File: config.mk
export PLATFORM = sky130hd
export DESIGN_NAME = hv_ramp_controller_core_flat
export DESIGN_NICKNAME = d
export VERILOG_FILES = /design/src/hw/rtl/hrc_pkg.sv /design/src/hw/rtl/hrc_intf.sv /design/src/hw/rtl/hrc_step.sv /design/src/hw/rtl/hv_ramp_controller_core.sv /design/src/flat_wrapper.sv
export SDC_FILE = /design/constraint.sdc
export NUM_CORES = 1
export LEC_CHECK = 0
export ABC_AREA = 1
export BUFFER_PORTS_ARGS = -buffer_cell sky130_fd_sc_hd__buf_4
export CORE_MARGIN = 2
export CORE_UTILIZATION = 40
export CTS_CLUSTER_DIAMETER = 60
export DETAILED_ROUTE_END_ITERATION = 6
export GPL_TIMING_DRIVEN = 1
export PLACE_DENSITY = 0.66
export SYNTH_ARGS = -nofsm -noshare
export SYNTH_HDL_FRONTEND = slang
export SYNTH_SLANG_ARGS = --single-unit
File: constraint.sdc
create_clock -name clk_i -period 3.6 [get_ports clk_i]
set_clock_uncertainty 0.15 [all_clocks]
set_input_delay 0.72 -clock clk_i [delete_from_list [all_inputs] [get_ports clk_i]]
set_output_delay 0.72 -clock clk_i [all_outputs]
set_load 0.01 [all_outputs]
File: src/hw/rtl/hrc_pkg.sv
package hrc_pkg;

  localparam int unsigned LevelW = 16;
  localparam int unsigned ModeW  = 3;
  localparam int unsigned CfgIdxW = 4;
  localparam int unsigned CfgDataW = 16;

  // register indexes on the config channel
  localparam logic [CfgIdxW-1:0] CFG_RAMP_RATE   = CfgIdxW'(0);
  localparam logic [CfgIdxW-1:0] CFG_LEVEL_BOUND = CfgIdxW'(1);

  // input op codes
  localparam logic OP_TICK     = 1'b0;
  localparam logic OP_SET_MODE = 1'b1;

  typedef enum logic [ModeW-1:0] {
    MODE_DOWN     = 3'd0,
    MODE_UP       = 3'd1,
    MODE_RAMPUP   = 3'd2,
    MODE_RAMPDOWN = 3'd3,
    MODE_TUNEUP   = 3'd4,
    MODE_TUNEDOWN = 3'd5
  } mode_e;

  // result of one update step
  typedef struct packed {
    logic [LevelW-1:0] level;
    mode_e             mode;
    logic              switch_off;
  } step_res_t;

endpackage

File: src/hw/rtl/hrc_intf.sv
interface hrc_in_if import hrc_pkg::*; ();
  logic             valid;
  logic             ready;
  logic             op;
  logic [ModeW-1:0] new_mode;

  modport source (output valid, op, new_mode, input ready);
  modport sink   (input valid, op, new_mode, output ready);
endinterface

interface hrc_out_if import hrc_pkg::*; ();
  logic              valid;
  logic              ready;
  logic [LevelW-1:0] level;
  logic [ModeW-1:0]  mode;
  logic              switch_off;

  modport source (output valid, level, mode, switch_off, input ready);
  modport sink   (input valid, level, mode, switch_off, output ready);
endinterface

interface hrc_cfg_if import hrc_pkg::*; ();
  logic                valid;
  logic                ready;
  logic [CfgIdxW-1:0]  index;
  logic [CfgDataW-1:0] data;

  modport source (output valid, index, data, input ready);
  modport sink   (input valid, index, data, output ready);
endinterface

File: src/hw/rtl/hrc_step.sv
module hrc_step import hrc_pkg::*; (
  input  logic [LevelW-1:0] level_i,
  input  mode_e             mode_i,
  input  logic [LevelW-1:0] rate_i,
  input  logic [LevelW-1:0] bound_i,
  input  logic              op_i,
  input  logic [ModeW-1:0]  new_mode_i,
  output step_res_t         res_o
);

  logic [LevelW:0]   sum;
  logic [LevelW-1:0] diff;

  assign sum  = {1'b0, level_i} + {1'b0, rate_i};
  assign diff = level_i - rate_i;

  always_comb begin
    res_o.level      = level_i;
    res_o.mode       = mode_i;
    res_o.switch_off = 1'b0;
    if (op_i == OP_SET_MODE) begin
      // codes six and seven are ignored
      case (new_mode_i)
        MODE_DOWN, MODE_UP, MODE_RAMPUP, MODE_RAMPDOWN, MODE_TUNEUP,
        MODE_TUNEDOWN: res_o.mode = mode_e'(new_mode_i);
        default:       res_o.mode = mode_i;
      endcase
    end else begin
      case (mode_i)
        MODE_RAMPUP, MODE_TUNEUP: begin
          // 17-bit sum, clamp above the bound
          if (sum > {1'b0, bound_i}) begin
            res_o.level = bound_i;
            res_o.mode  = MODE_UP;
          end else begin
            res_o.level = sum[LevelW-1:0];
          end
        end
        MODE_RAMPDOWN, MODE_TUNEDOWN: begin
          if (level_i > rate_i) begin
            if (mode_i == MODE_TUNEDOWN && diff < bound_i) begin
              res_o.level = bound_i;
              res_o.mode  = MODE_UP;
            end else begin
              res_o.level = diff;
            end
          end else begin
            res_o.level = '0;
            if (mode_i == MODE_RAMPDOWN) begin
              res_o.mode       = MODE_DOWN;
              res_o.switch_off = 1'b1;
            end
          end
        end
        default: ;
      endcase
    end
  end

endmodule

File: src/hw/rtl/hv_ramp_controller_core.sv
// High-voltage ramp sequencer core.
//
// Channels (valid/ready, a word moves when both are high):
//   in_i  : op (0 = one-second tick, 1 = set mode) and new_mode.
//   out_o : level, mode and switch_off after each input word; one result
//           word per input word, in order.
//   cfg_i : index/data writes; 0 = ramp rate, 1 = level bound. Other
//           indexes are dropped. Always ready; write only while idle.
// Path: an accepted word is held in the input register, then in the result
//   register, which drives out_o. Throughput is one word per cycle while
//   out_o.ready is high; the update logic is a single 17-bit add/compare plus
//   a subtract and clamp between the input register and the result register.
// Reset (rst_ni low, async): level 0, mode down, both config registers 0, no
//   words in flight.
// Stall: when out_o.ready is low the result register holds; the input
//   register still takes one more word, then in_i.ready drops until the
//   result word is taken.
module hv_ramp_controller_core import hrc_pkg::*; (
  input  logic       clk_i,
  input  logic       rst_ni,
  hrc_in_if.sink     in_i,
  hrc_out_if.source  out_o,
  hrc_cfg_if.sink    cfg_i
);

  // configuration
  logic [LevelW-1:0] rate_q, bound_q;

  // controller state
  logic [LevelW-1:0] level_q;
  mode_e             mode_q;

  // input stage
  logic              s1_valid_q;
  logic              s1_op_q;
  logic [ModeW-1:0]  s1_mode_q;

  // result stage
  logic              s2_valid_q;
  step_res_t         s2_res_q;

  step_res_t         step_res;
  logic              s1_fire;
  logic              in_fire;

  assign cfg_i.ready = 1'b1;

  always_ff @(posedge clk_i or negedge rst_ni) begin
    if (!rst_ni) begin
      rate_q  <= '0;
      bound_q <= '0;
    end else if (cfg_i.valid) begin
      case (cfg_i.index)
        CFG_RAMP_RATE:   rate_q  <= cfg_i.data;
        CFG_LEVEL_BOUND: bound_q <= cfg_i.data;
        default: ;
      endcase
    end
  end

  // stage 1 moves on when the result register is free or being drained
  assign s1_fire    = s1_valid_q && (!s2_valid_q || out_o.ready);
  assign in_i.ready = !s1_valid_q || s1_fire;
  assign in_fire    = in_i.valid && in_i.ready;

  always_ff @(posedge clk_i or negedge rst_ni) begin
    if (!rst_ni) begin
      s1_valid_q <= 1'b0;
    end else if (in_i.ready) begin
      s1_valid_q <= in_i.valid;
    end
  end

  always_ff @(posedge clk_i) begin
    if (in_fire) begin
      s1_op_q   <= in_i.op;
      s1_mode_q <= in_i.new_mode;
    end
  end

  hrc_step u_step (
    .level_i    (level_q),
    .mode_i     (mode_q),
    .rate_i     (rate_q),
    .bound_i    (bound_q),
    .op_i       (s1_op_q),
    .new_mode_i (s1_mode_q),
    .res_o      (step_res)
  );

  // state commits when the word leaves stage 1
  always_ff @(posedge clk_i or negedge rst_ni) begin
    if (!rst_ni) begin
      level_q    <= '0;
      mode_q     <= MODE_DOWN;
      s2_valid_q <= 1'b0;
    end else begin
      if (s1_fire) begin
        level_q <= step_res.level;
        mode_q  <= step_res.mode;
      end
      if (s1_fire) begin
        s2_valid_q <= 1'b1;
      end else if (out_o.ready) begin
        s2_valid_q <= 1'b0;
      end
    end
  end

  always_ff @(posedge clk_i) begin
    if (s1_fire) begin
      s2_res_q <= step_res;
    end
  end

  assign out_o.valid      = s2_valid_q;
  assign out_o.level      = s2_res_q.level;
  assign out_o.mode       = s2_res_q.mode;
  assign out_o.switch_off = s2_res_q.switch_off;

  // switch-off only when ramp-down lands at zero
  a_off_means_down: assert property (@(posedge clk_i) disable iff (!rst_ni)
    out_o.valid && out_o.switch_off |-> out_o.mode == MODE_DOWN && out_o.level == '0)
    else $error("switch_off without down/zero");

  // state only moves when a word passes stage 1
  a_state_hold: assert property (@(posedge clk_i) disable iff (!rst_ni)
    !s1_fire |=> $stable(level_q) && $stable(mode_q))
    else $error("state changed without a word");

  // a mode command never touches the level
  a_cmd_keeps_level: assert property (@(posedge clk_i) disable iff (!rst_ni)
    s1_fire && s1_op_q == OP_SET_MODE |=> $stable(level_q))
    else $error("mode command changed level");

  // empty input stage must be ready
  a_empty_ready: assert property (@(posedge clk_i) disable iff (!rst_ni)
    !s1_valid_q |-> in_i.ready)
    else $error("input stalled while empty");

endmodule

File: src/flat_wrapper.sv
// flat-port wrapper written by rule: the top's interface ports become plain ports
module hv_ramp_controller_core_flat import hrc_pkg::*;
  (clk_i, rst_ni, in_i_valid, in_i_op, in_i_new_mode, in_i_ready, out_o_valid, out_o_level, out_o_mode, out_o_switch_off, out_o_ready, cfg_i_valid, cfg_i_index, cfg_i_data, cfg_i_ready);
  hrc_in_if in_i_i ();
  hrc_out_if out_o_i ();
  hrc_cfg_if cfg_i_i ();
  input  logic clk_i;
  input  logic rst_ni;
  input wire logic [$bits(in_i_i.valid)-1:0] in_i_valid;
  input wire logic [$bits(in_i_i.op)-1:0] in_i_op;
  input wire logic [$bits(in_i_i.new_mode)-1:0] in_i_new_mode;
  output wire logic [$bits(in_i_i.ready)-1:0] in_i_ready;
  output wire logic [$bits(out_o_i.valid)-1:0] out_o_valid;
  output wire logic [$bits(out_o_i.level)-1:0] out_o_level;
  output wire logic [$bits(out_o_i.mode)-1:0] out_o_mode;
  output wire logic [$bits(out_o_i.switch_off)-1:0] out_o_switch_off;
  input wire logic [$bits(out_o_i.ready)-1:0] out_o_ready;
  input wire logic [$bits(cfg_i_i.valid)-1:0] cfg_i_valid;
  input wire logic [$bits(cfg_i_i.index)-1:0] cfg_i_index;
  input wire logic [$bits(cfg_i_i.data)-1:0] cfg_i_data;
  output wire logic [$bits(cfg_i_i.ready)-1:0] cfg_i_ready;
  assign in_i_i.valid = in_i_valid;
  assign in_i_i.op = in_i_op;
  assign in_i_i.new_mode = in_i_new_mode;
  assign in_i_ready = in_i_i.ready;
  assign out_o_valid = out_o_i.valid;
  assign out_o_level = out_o_i.level;
  assign out_o_mode = out_o_i.mode;
  assign out_o_switch_off = out_o_i.switch_off;
  assign out_o_i.ready = out_o_ready;
  assign cfg_i_i.valid = cfg_i_valid;
  assign cfg_i_i.index = cfg_i_index;
  assign cfg_i_i.data = cfg_i_data;
  assign cfg_i_ready = cfg_i_i.ready;
  hv_ramp_controller_core u_core (.clk_i(clk_i), .rst_ni(rst_ni), .in_i(in_i_i), .out_o(out_o_i), .cfg_i(cfg_i_i));
endmodule
==> results of run 1 <==
-- power by group --
part	leakage (nW)	total, mW	internal, mW	switching (mW)
Sequential	0.913	1.40	1.20	0.204
Clock	0.150	0.943	0.559	0.383
Combinational	3.46	6.46	2.73	3.73
Total	4.52	8.80	4.48	4.32
-- cells by family after synthesis --
logic type	after synthesis	synth area share [%]
AOI/OAI and AO/OA	118	10.5
DFF	77	32.2
xor gates and xnor gates	17	2.35
adders and majority gates	65	13.0
other	1	0.0591
buffers and inverters	148	9.40
and+or+nand+nor	465	32.4
-- layer usage --
layer,vias up,track usage (%)
li1,3203,-
met1,2979,35.5
met2,227,39.3
met3,20,4.47
met4,0,6.70
met5,-,0
-- worst min-delay path by stage --
| stage | startpoint | end | slack, ps | depth (start not counted) |
|---|---|---|---|---|
| 2_1_floorplan | rst_ni | u_core.bound_q[0]$_DFFE_PN0P_ | 270 | 0 |
| 3_3_place_gp | u_core.bound_q[2]$_DFFE_PN0P_ | u_core.bound_q[2]$_DFFE_PN0P_ | 320 | 2 |
| 6_report | rst_ni | u_core.rate_q[11]$_DFFE_PN0P_ | 280 | 1 |
| 5_1_grt | rst_ni | u_core.rate_q[11]$_DFFE_PN0P_ | 340 | 1 |
| 3_5_place_dp | u_core.bound_q[14]$_DFFE_PN0P_ | u_core.bound_q[14]$_DFFE_PN0P_ | 330 | 2 |
| 4_1_cts | rst_ni | u_core.rate_q[11]$_DFFE_PN0P_ | 310 | 1 |
-- stage by stage --
stage / hold slack, ps / cell area [um^2]
floorplan: 274 / 6350
global placement: 320 / 7690
detailed placement: 332 / 7690
CTS: 310 / 8450
global route: 344 / 8670
finish: 282 / 8670
-- layout make-up --
class / instances / area, um^2 / area share (%)
clock buffers: 11 / 243 / 2.80
clock inverters: 5 / 58.8 / 0.678
inverters: 119 / 452 / 5.21
multi-input cells: 667 / 4200 / 48.5
flip-flops and latches: 77 / 2050 / 23.6
well taps: 216 / 270 / 3.12
repair buffers: 178 / 1390 / 16.0
repair inverters: 1 / 7.51 / 0.0866
-- timing repair --
item,in CTS,in global routing
endpoints found under the setup margin,38,38
gates cloned,3,0
setup buffers,8,7
hold buffers,0,0
gates resized for setup,85,43
pin swaps,40,28
-- state kept, by name (all words and copies together), names as in the netlist --
register / count
u_core.bound_q: 16
u_core.level_q: 16
u_core.out_o.level: 16
u_core.rate_q: 16
u_core.mode_q: 3
u_core.out_o.mode: 3
u_core.s1_mode_q: 3
u_core.out_o.switch_off: 1
u_core.out_o.valid: 1
u_core.s1_op_q: 1
u_core.s1_valid_q: 1
-- cell usage in the layout (no fill, tap or decap), drive strengths merged, types with 2 or more instances in the layout --
master,netlist,final
buf,16,178
and2,2,2
nand3,77,77
o21bai,5,5
dfrtp,53,53
nand3b,8,8
clkinv,0,2
nand2,301,302
o21ai,58,58
inv,119,121
o21a,2,2
fa,2,2
xor2,16,16
edfxtp,24,24
nand4,21,21
ha,63,63
clkbuf,13,11
a21o,4,4
or2,3,3
a21oi,45,45
nor2,42,42
nor3,10,10
==> flow_summary.yaml, run 1 <==
run_status:
  outcome: "finished with violations"
  violations: "setup timing"
power:
  power_leakage_nw: 4.52
  peakVddDrop_mv: 0.384
  p_per_area_nw_per_um2: 1020
  p_total_mw: 8.80
route:
  dr_wl_met2_um: 9440
  drtIter0Drc: 490
  wl_per_cell_um: 16.3
  route.layer.met1.wl_um: 9600
  route.detailed.drc: 0
  route.met3.wl_um: 1280
  routed.top_layer: "met4"
  vias: 6429
  drt-total-wl_um: 20700
  vias_per_cell: 5.05
  ant_nets: 0
  firstDrtPassIters: 5
placed_design:
  hpwl_um: 15500
  place.gp.congestion: 0.911
  pre_cts_slack_ps: -279
  portBuffers: 50
  dpl.cell_count: 1240
logic_synthesis:
  post-synth-top-count-cell: "nand2_1"
  ys_ff_latch: 77
  yosys.area.top_type: "dfrtp_1"
  synth-edff-count: 24
  synthArstFlopShare_pct: 68.8
  synthCells: 891
  syn-num-nets: 985
  yosysTopAreaCellShare_pct: 20.9
  yosys_warnings: 0
  yosysUniqueCellTypes: 41
  synth_area_leaders: "dfrtp_1, nand2_1, ha_1"
  synth_flop_cell: "dfrtp_1"
  syn_area_per_cell_um2: 7.12
  synthTopCellsByCount: "nand2_1, inv_1, nand3_1"
  synth_area_um2: 6350
  seq_area_frac_synth_pct: 32.2
global_routing:
  grt_max_degree: 54
  grt_pass1_wl_um: 32100
  grt_pass1_vias: 6167
  antenna_found_initial: 0
  grt_usage_pct: 25.0
  grt-ovfl-total: 0
sta:
  period_needed_ps: 3770
  finalMaxSlewViolations: 0
  period_share_pct: 105
  setup_viol: 36
  slew_headroom_pct: 42.0
  setup_slack_ps: -168
  tns_ps: -2900
  max_freq_mhz: 265
  rsz0062_at_grt: "true"
  worst_slew_pin_slew_ps: 870
  hold_viol: 0
cts:
  cts_buffer_depth: 2
  cts_sinks: 77
  cts_tree: "yes"
  clkTransAtPathRegs_ps: 70
  cts-root-buf: "clkbuf_16"
  cts_max_level: 3
  worstSkewPairLatency_ps: 350
  cts_inserted_buffers: 9
critical_path:
  r2r-end: "u_core.out_o.level[5]$_DFFE_PP_"
  path_cells: "buf_4, buf_4, ha_1, a21oi_1, o21ai_2, buf_4, nand2_1, nand2_2, nand2_2, nand3_1, nand2_1, nand2_2, ha_1, and3_4, nand3_1, nand3b_1, nand2_4, nand2_8, buf_4, nand3_2, nand3_2, nand2_1, nand2_2"
  cp_slowest_stage_delay_ps: 390
  crit_buf_inv: 4
  crit_path_start: "u_core.level_q[1]$_DFFE_PN0P_"
  endpoint: "u_core.out_o.level[5]$_DFFE_PP_"
  path_class: "flop to flop"
  cp.required_ps: 3550
  crit_fanout: 8
  worstSetupStartpointType: "flop"
  critPathSlowestCell: "dfrtp_1"
  arrival_ps: 3710
  cp_top_family: "simple AND/OR/NAND/NOR gates"
  cp-end-kind: "flop"
  r2r_slack_ps: -170
  r2r_cells: 23
  path_depth: 23
  r2r-start: "u_core.level_q[1]$_DFFE_PN0P_"
finish:
  fillers: 1495
  nets: 1147
  final_cells: 1274
  diodes: 0
  fin_util_pct: 55.2
  syn_to_final_growth_pct: 36.6
  drive_above_1_share_pct: 31.3
floorplanning:
  io_pins: 52
  die_area_um2: 16900
  die_y_um: 130
  initial_core_util_pct: 40.4
  row_count: 46
  die_w_um: 130
  core_um2: 15700
run:
  cap_violations: 0
worst_hold_path:
  hp-class: "input port to asynchronous set/reset pin"
Power figures use the tool's default switching activity.
==> run 2, diff against run 1 <==
==> constraint.sdc (replaced) <==
create_clock -name clk_i -period 3.6 [get_ports clk_i]
set_clock_uncertainty 0.15 [all_clocks]
set_input_delay 0.54 -clock clk_i [delete_from_list [all_inputs] [get_ports clk_i]]
set_output_delay 0.54 -clock clk_i [all_outputs]
set_load 0.01 [all_outputs]
==> flow_summary.yaml, run 2 (synthesis results as in run 1) <==
global_routing:
  grt_pass1_wl_um: 31000
  grt_max_degree: 54
  grt-ovfl-total: 0
  grt_pass1_vias: 5949
  grt_usage_pct: 24.1
  antenna_found_initial: 0
critical_path:
  r2r_slack_ps: -50
  r2r_cells: 23
  cp-end-kind: "flop"
  worstSetupStartpointType: "flop"
  crit_fanout: 8
  path_class: "flop to flop"
  arrival_ps: 3610
  cp.required_ps: 3560
  endpoint: "u_core.out_o.level[3]$_DFFE_PP_"
  r2r-start: "u_core.level_q[1]$_DFFE_PN0P_"
  r2r-end: "u_core.out_o.level[3]$_DFFE_PP_"
  crit_path_start: "u_core.level_q[1]$_DFFE_PN0P_"
sta:
  finalMaxSlewViolations: 0
  setup_viol: 8
  hold_viol: 0
  max_freq_mhz: 274
  rsz0062_at_grt: "true"
  whs_ps: 77.6
  period_needed_ps: 3650
  setup_slack_ps: -51.9
  tns_ps: -144
  worst_slew_pin_slew_ps: 886
  slew_headroom_pct: 40.9
  period_share_pct: 101
floorplanning:
  die_y_um: 130
  io_pins: 52
  initial_core_util_pct: 40.4
  die_area_um2: 16900
  core_um2: 15700
  row_count: 46
  die_w_um: 130
run_status:
  outcome: "finished with violations"
  violations: "setup timing"
finish:
  multi_input_area_um2: 4250
  drive_above_1_share_pct: 32.4
  fin_util_pct: 55.2
  final_area_um2: 8680
  syn_to_final_growth_pct: 36.7
  register_area_um2: 2050
  diodes: 0
  nets: 1142
  final_common_cell: "nand2_1"
  layout_common_cells: "nand2_1, buf_4, inv_1, dfrtp_1"
  fillers: 1475
placed_design:
  hpwl_um: 15100
  place.gp.congestion: 0.914
  portBuffers: 50
  placed_cell_area_um2: 7680
cts:
  cts_sinks: 77
  holdBufCountCts: 0
  cts-root-buf: "clkbuf_16"
  clkTransAtPathRegs_ps: 60
  cts_buffer_depth: 2
  cts_max_level: 3
  cts_tree: "yes"
  worstSkewPairLatency_ps: 350
  cts_inserted_buffers: 9
route:
  drt-total-wl_um: 19800
  wl_per_cell_um: 15.6
  firstDrtPassIters: 5
  ant_nets: 0
  drtIter0Drc: 452
  vias_per_cell: 5.01
  vias: 6364
  route.detailed.drc: 0
run:
  cap_violations: 0
power:
  peakVddDrop_mv: 0.507
  p_per_area_nw_per_um2: 1020
  power_leakage_nw: 4.52
  p_total_mw: 8.88
worst_hold_path:
  hp-class: "input port to asynchronous set/reset pin"
## run 2: cell count changes in the layout (fill, tap and decap cells not counted), sizes merged
cell    delta
buf        -5
clkbuf     -1
clkinv     +1
## run 2: power by group
group / total [mW] / leakage (nW) / internal, mW / switching [mW]
clock: 0.967 / 0.158 / 0.582 / 0.385
combinational: 6.52 / 3.45 / 2.77 / 3.75
sequential: 1.40 / 0.913 / 1.20 / 0.199
total: 8.88 / 4.52 / 4.55 / 4.33
## run 2: final cells by class
class                           count  share of cell area, %
Clock buffer                       10                   2.88
Clock inverter                      6                  0.764
Inverter                          119                   5.20
Multi-Input combinational cell    667                   49.0
Sequential cell                    77                   23.6
Tap cell                          216                   3.11
Timing Repair Buffer              173                   15.4
Timing Repair inverter              1                 0.0865
## run 2: metrics by stage
stage | instances | worst slack, ps
2_1_floorplan | 891 | 11.4
3_3_place_gp | 1239 | -170
3_5_place_dp | 1239 | -249
4_1_cts | 1267 | -33.4
5_1_grt | 1269 | -295
6_report | 1269 | -51.9
## run 2: repair_timing
| action | 4_1_cts | 5_1_grt |
|---|---|---|
| setup buffers | 10 | 2 |
| gates resized for setup | 76 | 64 |
| endpoints found under the hold margin | 0 | 0 |
| pin swaps | 29 | 32 |
| endpoints found under the setup margin | 38 | 38 |
| gates cloned | 2 | 0 |
## run 2: worst min-delay path by stage
stage / from / to / slack, ps / cells past startpoint
final: rst_ni / u_core.level_q[11]$_DFFE_PN0P_ / 80 / 1
after global routing: rst_ni / u_core.level_q[11]$_DFFE_PN0P_ / 140 / 1
after CTS: rst_ni / u_core.level_q[11]$_DFFE_PN0P_ / 110 / 1
after detailed placement: u_core.bound_q[3]$_DFFE_PN0P_ / u_core.bound_q[3]$_DFFE_PN0P_ / 340 / 2
after global placement: u_core.bound_q[3]$_DFFE_PN0P_ / u_core.bound_q[3]$_DFFE_PN0P_ / 320 / 2
after floorplan: rst_ni / u_core.bound_q[0]$_DFFE_PN0P_ / 90 / 0
## run 2: per-layer routing
layer | global-route usage [%] | wire length [um]
met3 | 4.26 | 1210
met2 | 36.4 | 8640
met4 | 8.98 | 508
met1 | 34.6 | 9460
met5 | 0 | 0
## run 2: worst max-delay path: stages, from the launching register on
cell,delay [ps]
dfrtp_1,400
buf_4,160
ha_1,300
or2_0,220
o21ai_2,210
nand3_1,120
nand2_2,140
xor2_2,190
ha_1,270
nand2_2,110
a21oi_2,40
nor2_1,110
nand3_1,70
nand2_1,60
nand2_1,40
nand2_1,70
nand2_2,60
nand2_4,130
nand2_8,110
nand2_4,90
nand2_1,50
nand2_1,80
nand3_2,70
and2_4,170
==> run 3, diff against run 2 <==
--- a/config.mk
+++ b/config.mk
@@ -11,7 +11,7 @@
 export CORE_UTILIZATION = 40
 export CTS_CLUSTER_DIAMETER = 60
 export DETAILED_ROUTE_END_ITERATION = 6
-export GPL_TIMING_DRIVEN = 1
+export GPL_TIMING_DRIVEN = 0
 export PLACE_DENSITY = 0.66
 export SYNTH_ARGS = -nofsm -noshare
 export SYNTH_HDL_FRONTEND = slang
==> flow_summary.yaml, run 3 (synthesis results as in run 1) <==
power:
  power_leakage_nw: 4.31
  p_per_area_nw_per_um2: 1070
  peakVddDrop_mv: 0.410
finish:
  final_cells: 1225
  fillers: 1398
  drive_above_1_share_pct: 35.0
  multi_input_area_um2: 4660
  nets: 1098
  syn_to_final_growth_pct: 38.3
  layout_common_cells: "nand2_1, inv_1, buf_4, nand2_2, dfrtp_1"
  register_area_um2: 2050
  final_common_cell: "nand2_1"
  diodes: 0
route:
  vias: 6302
  firstDrtPassIters: 5
  drtIter0Drc: 502
  route.detailed.drc: 0
  drt-total-wl_um: 20200
  vias_per_cell: 5.14
  ant_nets: 0
  wl_per_cell_um: 16.5
run_status:
  violations: "setup timing"
  outcome: "finished with violations"
placed_design:
  portBuffers: 50
  hpwl_um: 14800
  place.gp.congestion: 0.957
  dpl.cell_count: 1157
cts:
  cts_inserted_buffers: 9
  cts_sinks: 77
  cts_buffer_depth: 2
  worstSkewPairLatency_ps: 350
  cts_tree: "yes"
  clkTransAtPathRegs_ps: 60
  cts-root-buf: "clkbuf_16"
  cts_max_level: 3
critical_path:
  cp_slowest_stage_delay_ps: 440
  cp_top_family: "buffers and inverters"
  crit_top_cell: "buf_4"
  crit_fanout: 3
  crit_buf_inv: 13
  path_class: "flop to flop"
  worstSetupStartpointType: "flop"
  cp.required_ps: 3740
  arrival_ps: 3870
  critPathSlowestCell: "fa_2"
  cp-end-kind: "flop"
  r2r_slack_ps: -130
run:
  cap_violations: 0
sta:
  max_freq_mhz: 268
  setup_slack_ps: -130
  worst_slew_pin_slew_ps: 749
  setup_viol: 30
  hold_viol: 0
  period_needed_ps: 3730
  period_share_pct: 104
  rsz0062_at_grt: "true"
  finalMaxSlewViolations: 0
  tns_ps: -2280
  slew_headroom_pct: 50.1
global_routing:
  grt_pass1_wl_um: 30400
  grt_pass1_vias: 5882
  grt_usage_pct: 23.6
  grt_max_degree: 54
  antenna_found_initial: 0
  grt-ovfl-total: 0
floorplanning:
  die_y_um: 130
  core_um2: 15700
  die_area_um2: 16900
  initial_core_util_pct: 40.4
  row_count: 46
  die_w_um: 130
  io_pins: 52
worst_hold_path:
  hp-class: "input port to asynchronous set/reset pin"
## run 3: cell count changes in the layout (fill, tap and decap cells not counted), moves of 9 or more
cell      before  now
buf_4        166   95
nand2_1      248  235
a21oi_1       30   18
clkbuf_1       0   12
ha_4           9   18
inv_1        105   96
nand2_2       47   56
## run 3: power by group
part	leakage (nW)	switching, mW	total, mW	internal, mW
sequential	0.907	0.251	1.45	1.20
clock	0.144	0.357	0.913	0.557
combinational	3.26	4.08	7.04	2.96
## run 3: layout make-up
cell class / instances / share of cell area (%)
Sequential cell: 77 / 23.4
Multi-Input combinational cell: 666 / 53.1
Clock buffer: 11 / 2.77
Buffer: 27 / 1.97
Tap cell: 216 / 3.08
Inverter: 119 / 5.35
Timing Repair Buffer: 104 / 9.69
Clock inverter: 5 / 0.670
## run 3: worst register-to-register path: stages (launching register included)
cell	delay [ps]
dfrtp_1	370
buf_6	120
clkinvlp_4	120
fa_2	440
o21ai_4	230
a21oi_4	90
nand3b_1	200
nand3_2	90
nand2_2	70
buf_4	130
buf_4	120
buf_4	120
buf_4	120
buf_4	120
buf_4	130
buf_4	130
buf_4	120
buf_4	120
buf_4	120
buf_4	120
nand2_2	50
nand3_2	60
nand2_1	60
nand2_1	60
nand2_2	80
nand2_1	50
nand2_1	80
## run 3: per-layer routing
layer / wire [um] / global-route usage [%]
met4: 509 / 7.02
met3: 1220 / 5.00
met2: 9500 / 38.2
met1: 8980 / 31.9
met5: 0 / 0
## run 3: path summary, 6_finish.rpt
check,start,cells past startpoint,to
min reg2reg,u_core.bound_q[2]$_DFFE_PN0P_,2,u_core.bound_q[2]$_DFFE_PN0P_
max,u_core.level_q[1]$_DFFE_PN0P_,26,u_core.level_q[14]$_DFFE_PN0P_
min,rst_ni,1,u_core.rate_q[12]$_DFFE_PN0P_
min in group clk_i,in_i_new_mode[2],1,u_core.s1_mode_q[2]$_DFFE_PP_
max reg2reg,u_core.level_q[1]$_DFFE_PN0P_,26,u_core.level_q[14]$_DFFE_PN0P_
max in group asynchronous,rst_ni,1,u_core.level_q[3]$_DFFE_PN0P_
## run 3: repair_timing
item,4_1_cts,5_1_grt
setup endpoints to repair,38,38
cloned,2,0
buffers inserted,41,13
gates resized for setup,126,133
pin swaps,34,63
endpoints found under the hold margin,0,0
hold buffers,0,0
## run 3: per-stage QoR
step	setup WS (ps)	cell area (um^2)	util, %	power [mW]	hold WS (ps)
CTS	-90.3	8120	51.7	8.26	103
detailed placement	-788	6990	44.5	5.91	338
floorplan	11.4	6350	-	4.67	94.4
global route	-287	8780	55.9	10.1	138
global placement	-799	6990	44.5	5.87	321
finish	-130	8780	55.9	9.41	74.2
